$ cat config.mk
export PLATFORM = sky130hd
export DESIGN_NAME = lru_page_frame_replacer_unit
export DESIGN_NICKNAME = d
export VERILOG_FILES = /design/src/sv/lpfr_pkg.sv /design/src/sv/lru_page_frame_replacer_unit.sv /design/src/sv/lpfr_cell.sv
export SDC_FILE = /design/constraint.sdc
export NUM_CORES = 1
export LEC_CHECK = 0
export BUFFER_PORTS_ARGS = -buffer_cell sky130_fd_sc_hd__buf_2
export CORE_MARGIN = 10
export CORE_UTILIZATION = 55
export CTS_CLUSTER_SIZE = 28
export DETAILED_ROUTE_END_ITERATION = 10
export GPL_ROUTABILITY_DRIVEN = 0
export PLACE_DENSITY = 0.74
export SYNTH_ARGS = -nofsm -noshare
export SYNTH_HDL_FRONTEND = slang
export SYNTH_HIERARCHICAL = 1
export SYNTH_SLANG_ARGS = --single-unit
$ cat constraint.sdc
create_clock -name aclk -period 4.6 [get_ports aclk]
set_input_delay 0.23 -clock aclk [delete_from_list [all_inputs] [get_ports aclk]]
set_output_delay 0.23 -clock aclk [all_outputs]
set_load 0.02 [all_outputs]
$ cat src/sv/lpfr_pkg.sv
// ----------------------------------------------------------------------------
// lpfr_pkg: shared types for the LRU page frame replacer
// Frame entry layout and per-cell control group.
// ----------------------------------------------------------------------------
`default_nettype none

package lpfr_pkg;

    localparam int PID_W  = 8;
    localparam int PAGE_W = 8;

    // One page frame: valid mark, owning process, page number.
    typedef struct packed {
        logic              valid;
        logic [PID_W-1:0]  pid;
        logic [PAGE_W-1:0] page;
    } frame_t;

    // Control that the sequencer sends to every cell of the chain.
    typedef struct packed {
        logic cmp_en;     // latch match against the incoming request
        logic update;     // apply the list update this cycle
        logic evict_all;  // miss on a full list: whole chain shifts down
    } cell_ctrl_t;

endpackage : lpfr_pkg

`default_nettype wire

$ cat src/sv/lru_page_frame_replacer_unit.sv
// ----------------------------------------------------------------------------
// lru_page_frame_replacer_unit: LRU page frame replacer, top level
// Chain of frame cells kept in least-recently-used-first order.
// ----------------------------------------------------------------------------
// Each request has a compare step and an update step: the accept edge latches
// a match flag in every cell (one compare per frame, in parallel), and the
// update edge shifts the chain and places the page. The result is then held
// in an output register while the next request is taken. The update of that
// next request waits as long as the previous result is still unaccepted. The
// update cycle's critical path is the first-match chain across the cells (an
// OR ripple of FRAMES stages).
// On a hit the matching frame drops out, frames above it close up and the
// page goes to the top of the occupied part; on a miss the page fills the
// first free frame, or, when all frames are used, frame 0 is evicted and the
// whole chain shifts down. frame_index reports the low 3 bits of the final
// position. No clearing pass: reset empties the chain at once.
// ----------------------------------------------------------------------------
`default_nettype none

module lru_page_frame_replacer_unit
    import lpfr_pkg::*;
#(
    parameter int FRAMES = 8
) (
    input  wire         aclk,
    input  wire         aresetn,
    // request: [7:0] process_id, [15:8] page_number
    input  wire  [15:0] s_tdata,
    input  wire         s_tvalid,
    output logic        s_tready,
    // result: [0] hit, [3:1] frame_index, [4] evicted,
    //         [12:5] evicted_process_id, [20:13] evicted_page_number, [23:21] zero
    output logic [23:0] m_tdata,
    output logic        m_tvalid,
    input  wire         m_tready
);

    localparam int CNT_W = $clog2(FRAMES + 1);

    typedef enum logic [0:0] {
        ST_IDLE,
        ST_UPDATE
    } state_t;

    state_t           state_reg;
    logic [CNT_W-1:0] count_reg;
    frame_t           req_reg;
    logic [23:0]      m_tdata_reg;
    logic             m_tvalid_reg;

    frame_t           new_frame;
    frame_t           frames  [FRAMES];
    frame_t           nbrs    [FRAMES];
    logic [FRAMES:0]  seen;
    logic [FRAMES-1:0] load_vec;
    logic [FRAMES-1:0] valid_vec;
    cell_ctrl_t       ctrl;
    logic             s_fire;
    logic             upd_go;
    logic             hit;
    logic             full;
    logic [CNT_W-1:0] ins_pos;
    logic [31:0]      pos_ext;
    frame_t           evict_frame;

    assign s_tready = (state_reg == ST_IDLE);
    assign s_fire   = s_tvalid && s_tready;
    assign upd_go   = (state_reg == ST_UPDATE) && (!m_tvalid_reg || m_tready);
    assign m_tdata  = m_tdata_reg;
    assign m_tvalid = m_tvalid_reg;

    // compare uses the incoming request, update uses the latched one
    always_comb begin
        new_frame.valid = 1'b1;
        if (s_fire) begin
            new_frame.pid  = s_tdata[7:0];
            new_frame.page = s_tdata[15:8];
        end else begin
            new_frame.pid  = req_reg.pid;
            new_frame.page = req_reg.page;
        end
    end

    assign hit  = seen[FRAMES];
    assign full = (count_reg == CNT_W'(FRAMES));

    always_comb begin
        if (hit) begin
            ins_pos = count_reg - CNT_W'(1);   // top of the occupied part
        end else if (full) begin
            ins_pos = CNT_W'(FRAMES - 1);
        end else begin
            ins_pos = count_reg;               // first free frame
        end
    end
    assign pos_ext = 32'(ins_pos);

    assign ctrl.cmp_en    = s_fire;
    assign ctrl.update    = upd_go;
    assign ctrl.evict_all = !hit && full;

    assign seen[0] = 1'b0;

    genvar j;
    generate
        for (j = 0; j < FRAMES; j++) begin : g_cell
            if (j == FRAMES - 1) begin : g_top
                assign nbrs[j] = '0;   // freed last slot reads empty
            end else begin : g_mid
                assign nbrs[j] = frames[j+1];
            end
            assign load_vec[j]  = (ins_pos == CNT_W'(j));
            assign valid_vec[j] = frames[j].valid;

            lpfr_cell u_cell (
                .aclk      (aclk),
                .aresetn   (aresetn),
                .ctrl      (ctrl),
                .load      (load_vec[j]),
                .new_frame (new_frame),
                .nbr_frame (nbrs[j]),
                .seen_in   (seen[j]),
                .seen_out  (seen[j+1]),
                .frame_q   (frames[j])
            );
        end
    endgenerate

    always_comb begin
        if (ctrl.evict_all) begin
            evict_frame = frames[0];
        end else begin
            evict_frame = '0;
        end
    end

    always_ff @(posedge aclk) begin
        if (!aresetn) begin
            state_reg    <= ST_IDLE;
            count_reg    <= '0;
            m_tvalid_reg <= 1'b0;
        end else begin
            // a new result replaces one leaving in the same cycle
            if (upd_go) begin
                m_tvalid_reg <= 1'b1;
            end else if (m_tready) begin
                m_tvalid_reg <= 1'b0;
            end
            case (state_reg)
                ST_IDLE: begin
                    if (s_fire) begin
                        req_reg.valid <= 1'b1;
                        req_reg.pid   <= s_tdata[7:0];
                        req_reg.page  <= s_tdata[15:8];
                        state_reg     <= ST_UPDATE;
                    end
                end
                ST_UPDATE: begin
                    if (upd_go) begin
                        if (!hit && !full) begin
                            count_reg <= count_reg + CNT_W'(1);
                        end
                        m_tdata_reg  <= {3'b000, evict_frame.page, evict_frame.pid,
                                         ctrl.evict_all, pos_ext[2:0], hit};
                        state_reg    <= ST_IDLE;
                    end
                end
                default: begin
                    state_reg <= ST_IDLE;
                end
            endcase
        end
    end

    // ---------------------------------------------------------------- checks
    logic [FRAMES:0]   occ_onehot;
    logic [FRAMES:0]   occ_mask;
    assign occ_onehot = (FRAMES + 1)'(1) << count_reg;
    assign occ_mask   = occ_onehot - (FRAMES + 1)'(1);

    // valid frames always form a prefix whose length is the fill count
    a_prefix: assert property (@(posedge aclk) disable iff (!aresetn)
        valid_vec == occ_mask[FRAMES-1:0])
        else $error("valid frames do not match fill count");

    a_count_max: assert property (@(posedge aclk) disable iff (!aresetn)
        count_reg <= CNT_W'(FRAMES))
        else $error("fill count above frame count");

    // an eviction only happens on a miss with all frames in use
    a_evict_full: assert property (@(posedge aclk) disable iff (!aresetn)
        upd_go && ctrl.evict_all |=> full && !m_tdata_reg[0])
        else $error("eviction without a full list");

    // a hit leaves the fill count unchanged
    a_hit_count: assert property (@(posedge aclk) disable iff (!aresetn)
        upd_go && hit |=> $stable(count_reg))
        else $error("fill count changed on hit");

endmodule : lru_page_frame_replacer_unit

`default_nettype wire

$ cat src/sv/lpfr_cell.sv
// ----------------------------------------------------------------------------
// lpfr_cell: one page frame of the LRU chain
// Holds a frame, compares it to the request, and on update loads the new
// page, takes its upper neighbor's frame (close-up shift), or keeps its own.
// ----------------------------------------------------------------------------
`default_nettype none

module lpfr_cell
    import lpfr_pkg::*;
(
    input  wire              aclk,
    input  wire              aresetn,
    input  cell_ctrl_t       ctrl,
    input  wire              load,      // this cell is the insert position
    input  frame_t           new_frame, // request being placed
    input  frame_t           nbr_frame, // frame of the next higher cell
    input  wire              seen_in,   // a match exists below this cell
    output logic             seen_out,
    output frame_t           frame_q
);

    frame_t frame_reg;
    logic   match_reg;
    logic   shift;

    assign seen_out = seen_in | match_reg;
    assign shift    = seen_out | ctrl.evict_all;
    assign frame_q  = frame_reg;

    always_ff @(posedge aclk) begin
        if (!aresetn) begin
            frame_reg <= '0;
            match_reg <= 1'b0;
        end else begin
            if (ctrl.cmp_en) begin
                match_reg <= frame_reg.valid && (frame_reg.pid == new_frame.pid)
                             && (frame_reg.page == new_frame.page);
            end
            if (ctrl.update) begin
                if (load) begin
                    frame_reg <= new_frame;
                end else if (shift) begin
                    frame_reg <= nbr_frame;
                end
            end
        end
    end

endmodule : lpfr_cell

`default_nettype wire

==> flow_results.xml <==
<?xml version="1.0" encoding="UTF-8"?>
<metrics>
  <group name="status">
    <metric name="result_of_the_run" unit="">finished, final reports clean</metric>
  </group>
  <group name="route">
    <metric name="drt-pass1-iter-count" unit="">8</metric>
    <metric name="detail_route_antenna_nets" unit="">0</metric>
    <metric name="drt_iter0_drc" unit="">442</metric>
    <metric name="drt-vias-per-instance" unit="">5.69</metric>
    <metric name="wire_per_inst" unit="um">17.5</metric>
    <metric name="drcViolationCount" unit="">0</metric>
    <metric name="drt-total-wl" unit="mm">22.1</metric>
    <metric name="vias" unit="">7188</metric>
  </group>
  <group name="setup_path">
    <metric name="list_of_cells_traversed_by_the_critical_path" unit="">or2_1 -&gt; or2_1 -&gt; or2_1 -&gt; or2_1 -&gt; or2_1 -&gt; or2_1 -&gt; or2_1 -&gt; or2_1 -&gt; nand2_1 -&gt; nor4_1 -&gt; nor4_2 -&gt; nor2_2 -&gt; o31a_2 -&gt; o211a_1</metric>
    <metric name="timing.setup.critical_path_class" unit="">register to register</metric>
    <metric name="cpPeakStageDelay" unit="ns">0.58</metric>
    <metric name="cp.arrival" unit="ns">4.41</metric>
    <metric name="reg2reg_to" unit="">g_cell[4].u_cell/frame_q[6]</metric>
    <metric name="critical_path.reg2reg.startpoint" unit="">g_cell[0].u_cell/match_reg</metric>
    <metric name="crit_path_frequent_cell" unit="">sky130_fd_sc_hd__or2_1</metric>
    <metric name="r2r_cells" unit="">14</metric>
    <metric name="r2r_setup_slack" unit="ns">0.51</metric>
    <metric name="data_required_critical_path" unit="ns">4.92</metric>
    <metric name="critPathCaptureType" unit="">register</metric>
    <metric name="worstPathMaxFanout" unit="">34</metric>
    <metric name="crit_path_start_kind" unit="">register</metric>
    <metric name="critical-path-slowest-cell" unit="">sky130_fd_sc_hd__o31a_2</metric>
  </group>
  <group name="synthesis">
    <metric name="synth_top_cell_area_share" unit="%">29.1</metric>
    <metric name="dominantRegCellSynth" unit="">sky130_fd_sc_hd__dfxtp_1</metric>
    <metric name="synth_async_sr_flop_share" unit="%">0</metric>
    <metric name="syn_area" unit="um^2">10300</metric>
    <metric name="synthCells" unit="">970</metric>
    <metric name="syn_area_per_cell" unit="um^2">10.6</metric>
    <metric name="synth_enable_flop_cells" unit="">37</metric>
    <metric name="synth_seq_area_share" unit="%">39.9</metric>
    <metric name="synth_cell_types" unit="">43</metric>
    <metric name="post_synth_main_area_contributors" unit="">sky130_fd_sc_hd__dfxtp_1, sky130_fd_sc_hd__mux2i_1, sky130_fd_sc_hd__o211a_1, sky130_fd_sc_hd__xnor2_1, sky130_fd_sc_hd__edfxtp_1</metric>
    <metric name="dominant_cell_type_by_area_after_synthesis" unit="">sky130_fd_sc_hd__dfxtp_1</metric>
    <metric name="yosys_register_bits" unit="">187</metric>
    <metric name="ys.warnings.count" unit="">6</metric>
  </group>
  <group name="floorplanning">
    <metric name="dieHeight" unit="um">157</metric>
    <metric name="design.portCount" unit="">46</metric>
    <metric name="die_area" unit="um^2">24600</metric>
    <metric name="floorplan.rows" unit="">50</metric>
    <metric name="die_width" unit="um">157</metric>
    <metric name="floorplan.core_area" unit="um^2">18600</metric>
    <metric name="start_util" unit="%">55.5</metric>
  </group>
  <group name="hold_path">
    <metric name="whs_path_depth" unit="">3</metric>
    <metric name="min_path_type" unit="">input pin to register</metric>
    <metric name="worstHoldStart" unit="">s_tvalid</metric>
    <metric name="min_to" unit="">state_reg</metric>
  </group>
  <group name="sta">
    <metric name="setup_viol" unit="">0</metric>
    <metric name="final-max-slew-violation-count" unit="">0</metric>
    <metric name="final.setup_skew" unit="ns">0.00735</metric>
    <metric name="maxClockFrequency" unit="MHz">245</metric>
    <metric name="tmin_final" unit="ns">4.09</metric>
    <metric name="post-route-period-util" unit="%">88.8</metric>
    <metric name="maxSlewHeadroom" unit="%">43.5</metric>
    <metric name="final.setup.worst_slack" unit="ns">0.514</metric>
    <metric name="setup_tns" unit="ns">0</metric>
    <metric name="grt_setup_unrepaired" unit="">no</metric>
    <metric name="worstMarginPinSlew" unit="ns">0.847</metric>
    <metric name="finalHoldViolCount" unit="">0</metric>
  </group>
  <group name="place">
    <metric name="placed_cell_area" unit="um^2">10400</metric>
    <metric name="post-place-ws" unit="ns">0.267</metric>
    <metric name="port_buffers" unit="">42</metric>
    <metric name="post-dp-hpwl" unit="mm">14.3</metric>
  </group>
  <group name="final_layout">
    <metric name="antenna_cells" unit="">0</metric>
    <metric name="num-nets-final" unit="">1038</metric>
    <metric name="design_area" unit="um^2">11200</metric>
    <metric name="utilization" unit="%">60.2</metric>
    <metric name="drive_gt1_share" unit="%">12.1</metric>
    <metric name="areaGrowthSynthToFinish" unit="%">8.42</metric>
    <metric name="largest_reg_flops" unit="">136</metric>
  </group>
  <group name="power_and_ir_drop">
    <metric name="power.internal" unit="W">0.00283</metric>
    <metric name="portion_of_total_power_attributed_to_combinational_logic" unit="%">16.1</metric>
    <metric name="leakage" unit="nW">5.10</metric>
    <metric name="power_switching_share" unit="%">28.2</metric>
    <metric name="ir_worst_vdd" unit="uV">231</metric>
    <metric name="seqPwrFrac" unit="%">46.9</metric>
    <metric name="clock_power_share" unit="%">37.1</metric>
    <metric name="pwr_density_cell" unit="nW/um^2">353</metric>
    <metric name="switching_power" unit="W">0.00111</metric>
  </group>
  <group name="clock_tree">
    <metric name="worst_skew_late_latency" unit="ns">0.43</metric>
    <metric name="clockBufferDepth" unit="">2</metric>
    <metric name="cts_sink_cnt" unit="">187</metric>
    <metric name="cts.repair_timing.setup_buffer_count" unit="">0</metric>
    <metric name="path_clk_slew" unit="ns">0.07</metric>
    <metric name="htree_levels" unit="">4</metric>
    <metric name="clockRootBuffer" unit="">sky130_fd_sc_hd__clkbuf_16</metric>
    <metric name="tritoncts" unit="">built</metric>
    <metric name="cts-buffers-inserted" unit="">17</metric>
  </group>
  <group name="grt">
    <metric name="grt_start_max_net_pins" unit="">81</metric>
    <metric name="grt_pass1_vias" unit="">6914</metric>
    <metric name="global_route_met2_usage" unit="%">29.1</metric>
    <metric name="grt_util_met3" unit="%">4.12</metric>
    <metric name="antenna_violations_before_repair" unit="">0</metric>
    <metric name="globalRoute.busiestLayer" unit="">met2</metric>
    <metric name="gr_util_met1" unit="%">23.7</metric>
    <metric name="grt_overflow_total" unit="">0</metric>
    <metric name="wire_length_of_the_first_global_routing_pass" unit="mm">36.0</metric>
    <metric name="global_route.usage.total" unit="%">18.1</metric>
  </group>
  <group name="flow_run">
    <metric name="timing.max_cap.violations" unit="">0</metric>
  </group>
</metrics>
==> how the worst max path moves through the flow <==
stage,cells after the start,slack (ns),endpoint,startpoint
floorplan,18,0.84,g_cell[6].u_cell/frame_q[15],g_cell[0].u_cell/match_reg
global placement,15,0.35,g_cell[7].u_cell/frame_q[1],g_cell[0].u_cell/match_reg
detailed placement,15,0.27,g_cell[7].u_cell/frame_q[7],g_cell[0].u_cell/match_reg
CTS,15,0.23,g_cell[7].u_cell/frame_q[8],g_cell[0].u_cell/match_reg
global route,14,0.29,g_cell[4].u_cell/frame_q[6],g_cell[0].u_cell/match_reg
finish,14,0.51,g_cell[4].u_cell/frame_q[6],g_cell[0].u_cell/match_reg
==> power by group through the flow <==
stage	Sequential, W	Clock (W)	Combinational (W)
final	0.00185	0.00146	0.000633
after global routing	0.00186	0.00156	0.000696
after CTS	0.00185	0.00150	0.000634
after detailed placement	0.00189	0	0.000618
after global placement	0.00188	0	0.000607
after floorplan	0.00187	0	0.000529
==> layer usage <==
| metal | part of all wire, % | routed length (um) |
|---|---|---|
| met3 | 5.5 | 1210 |
| met1 | 47 | 10500 |
| met4 | 1.9 | 431 |
| met5 | 0 | 0 |
| met2 | 45 | 9990 |
==> what timing repair did <==
action                                  in CTS  in global routing
hold endpoints to repair                    16                  0
gates resized for setup                      0                  5
hold buffers                                16                  0
endpoints found under the setup margin       0                 85
==> critical path, delay by kind of cell (launching register included) <==
family          cells  cell delay (ns)
compound gates      2             0.87
flops               1             0.31
simple gates       12             2.78
==> layout by cell type, fill, tap and decap left out, types with 8 or more instances in the layout <==
cell type,netlist,final
sky130_fd_sc_hd__buf_2,19,41
sky130_fd_sc_hd__dlygate4sd3_1,0,16
sky130_fd_sc_hd__o21ai_0,13,13
sky130_fd_sc_hd__xnor2_1,130,130
sky130_fd_sc_hd__conb_1,2,29
sky130_fd_sc_hd__dfxtp_1,150,150
sky130_fd_sc_hd__and2_1,21,21
sky130_fd_sc_hd__nand2_1,139,139
sky130_fd_sc_hd__mux2i_1,137,137
sky130_fd_sc_hd__clkbuf_16,0,17
sky130_fd_sc_hd__edfxtp_1,37,37
sky130_fd_sc_hd__or2_1,8,8
sky130_fd_sc_hd__o211a_1,136,136
sky130_fd_sc_hd__nor2_2,0,8
sky130_fd_sc_hd__nand3b_1,9,9
sky130_fd_sc_hd__buf_4,13,15
sky130_fd_sc_hd__nand4_1,33,33
sky130_fd_sc_hd__nand3_1,9,9
sky130_fd_sc_hd__or4_1,8,8
sky130_fd_sc_hd__mux2_2,16,16
==> cells in the mapped netlist (2+ instances only) <==
cell type and n:
sky130_fd_sc_hd__nor2_1 13, sky130_fd_sc_hd__or4_1 8, sky130_fd_sc_hd__mux2_2 16, sky130_fd_sc_hd__mux2i_1 137
sky130_fd_sc_hd__inv_1 3, sky130_fd_sc_hd__buf_8 16, sky130_fd_sc_hd__or2_1 8, sky130_fd_sc_hd__buf_6 16
sky130_fd_sc_hd__conb_1 2, sky130_fd_sc_hd__dfxtp_1 150, sky130_fd_sc_hd__o31a_1 8, sky130_fd_sc_hd__o211a_1 136
sky130_fd_sc_hd__and2_1 21, sky130_fd_sc_hd__buf_2 19, sky130_fd_sc_hd__nand3b_1 9, sky130_fd_sc_hd__nand3_1 9
sky130_fd_sc_hd__ha_1 2, sky130_fd_sc_hd__nand4_1 33, sky130_fd_sc_hd__nor2b_1 2, sky130_fd_sc_hd__clkbuf_1 9
sky130_fd_sc_hd__o21ai_0 13, sky130_fd_sc_hd__buf_4 13, sky130_fd_sc_hd__edfxtp_1 37, sky130_fd_sc_hd__nand2_1 139
sky130_fd_sc_hd__nand2b_1 4, sky130_fd_sc_hd__xnor2_1 130
==> per-stage QoR <==
stage               hold slack, ns  power [W]  std cells
floorplan                    0.329    0.00240        997
global route                 0.145    0.00412       1263
CTS                         0.0486    0.00398       1263
global placement             0.418    0.00249       1215
detailed placement           0.423    0.00250       1215
finish                      0.0675    0.00394       1263
==> cell type report <==
type | count | area, um^2
timing repair buffer | 73 | 498
clock buffer | 18 | 439
multi-input combinational | 734 | 5680
tap | 234 | 293
clock inverter | 14 | 155
sequential | 187 | 4110
inverter | 3 | 11.3
fill | 1587 | 7390
==> kinds of logic after synthesis <==
group / Yosys count / synth area share, %
and+or+nand+nor: 257 / 12.4
DFF: 187 / 39.9
AOI/OAI and AO/OA: 163 / 15.0
muxes: 153 / 15.0
xor gates and xnor gates: 130 / 11.0
buffers and inverters: 76 / 6.38
adders and majority gates: 2 / 0.243
other: 2 / 0.0728
Power figures use the tool's default switching activity.
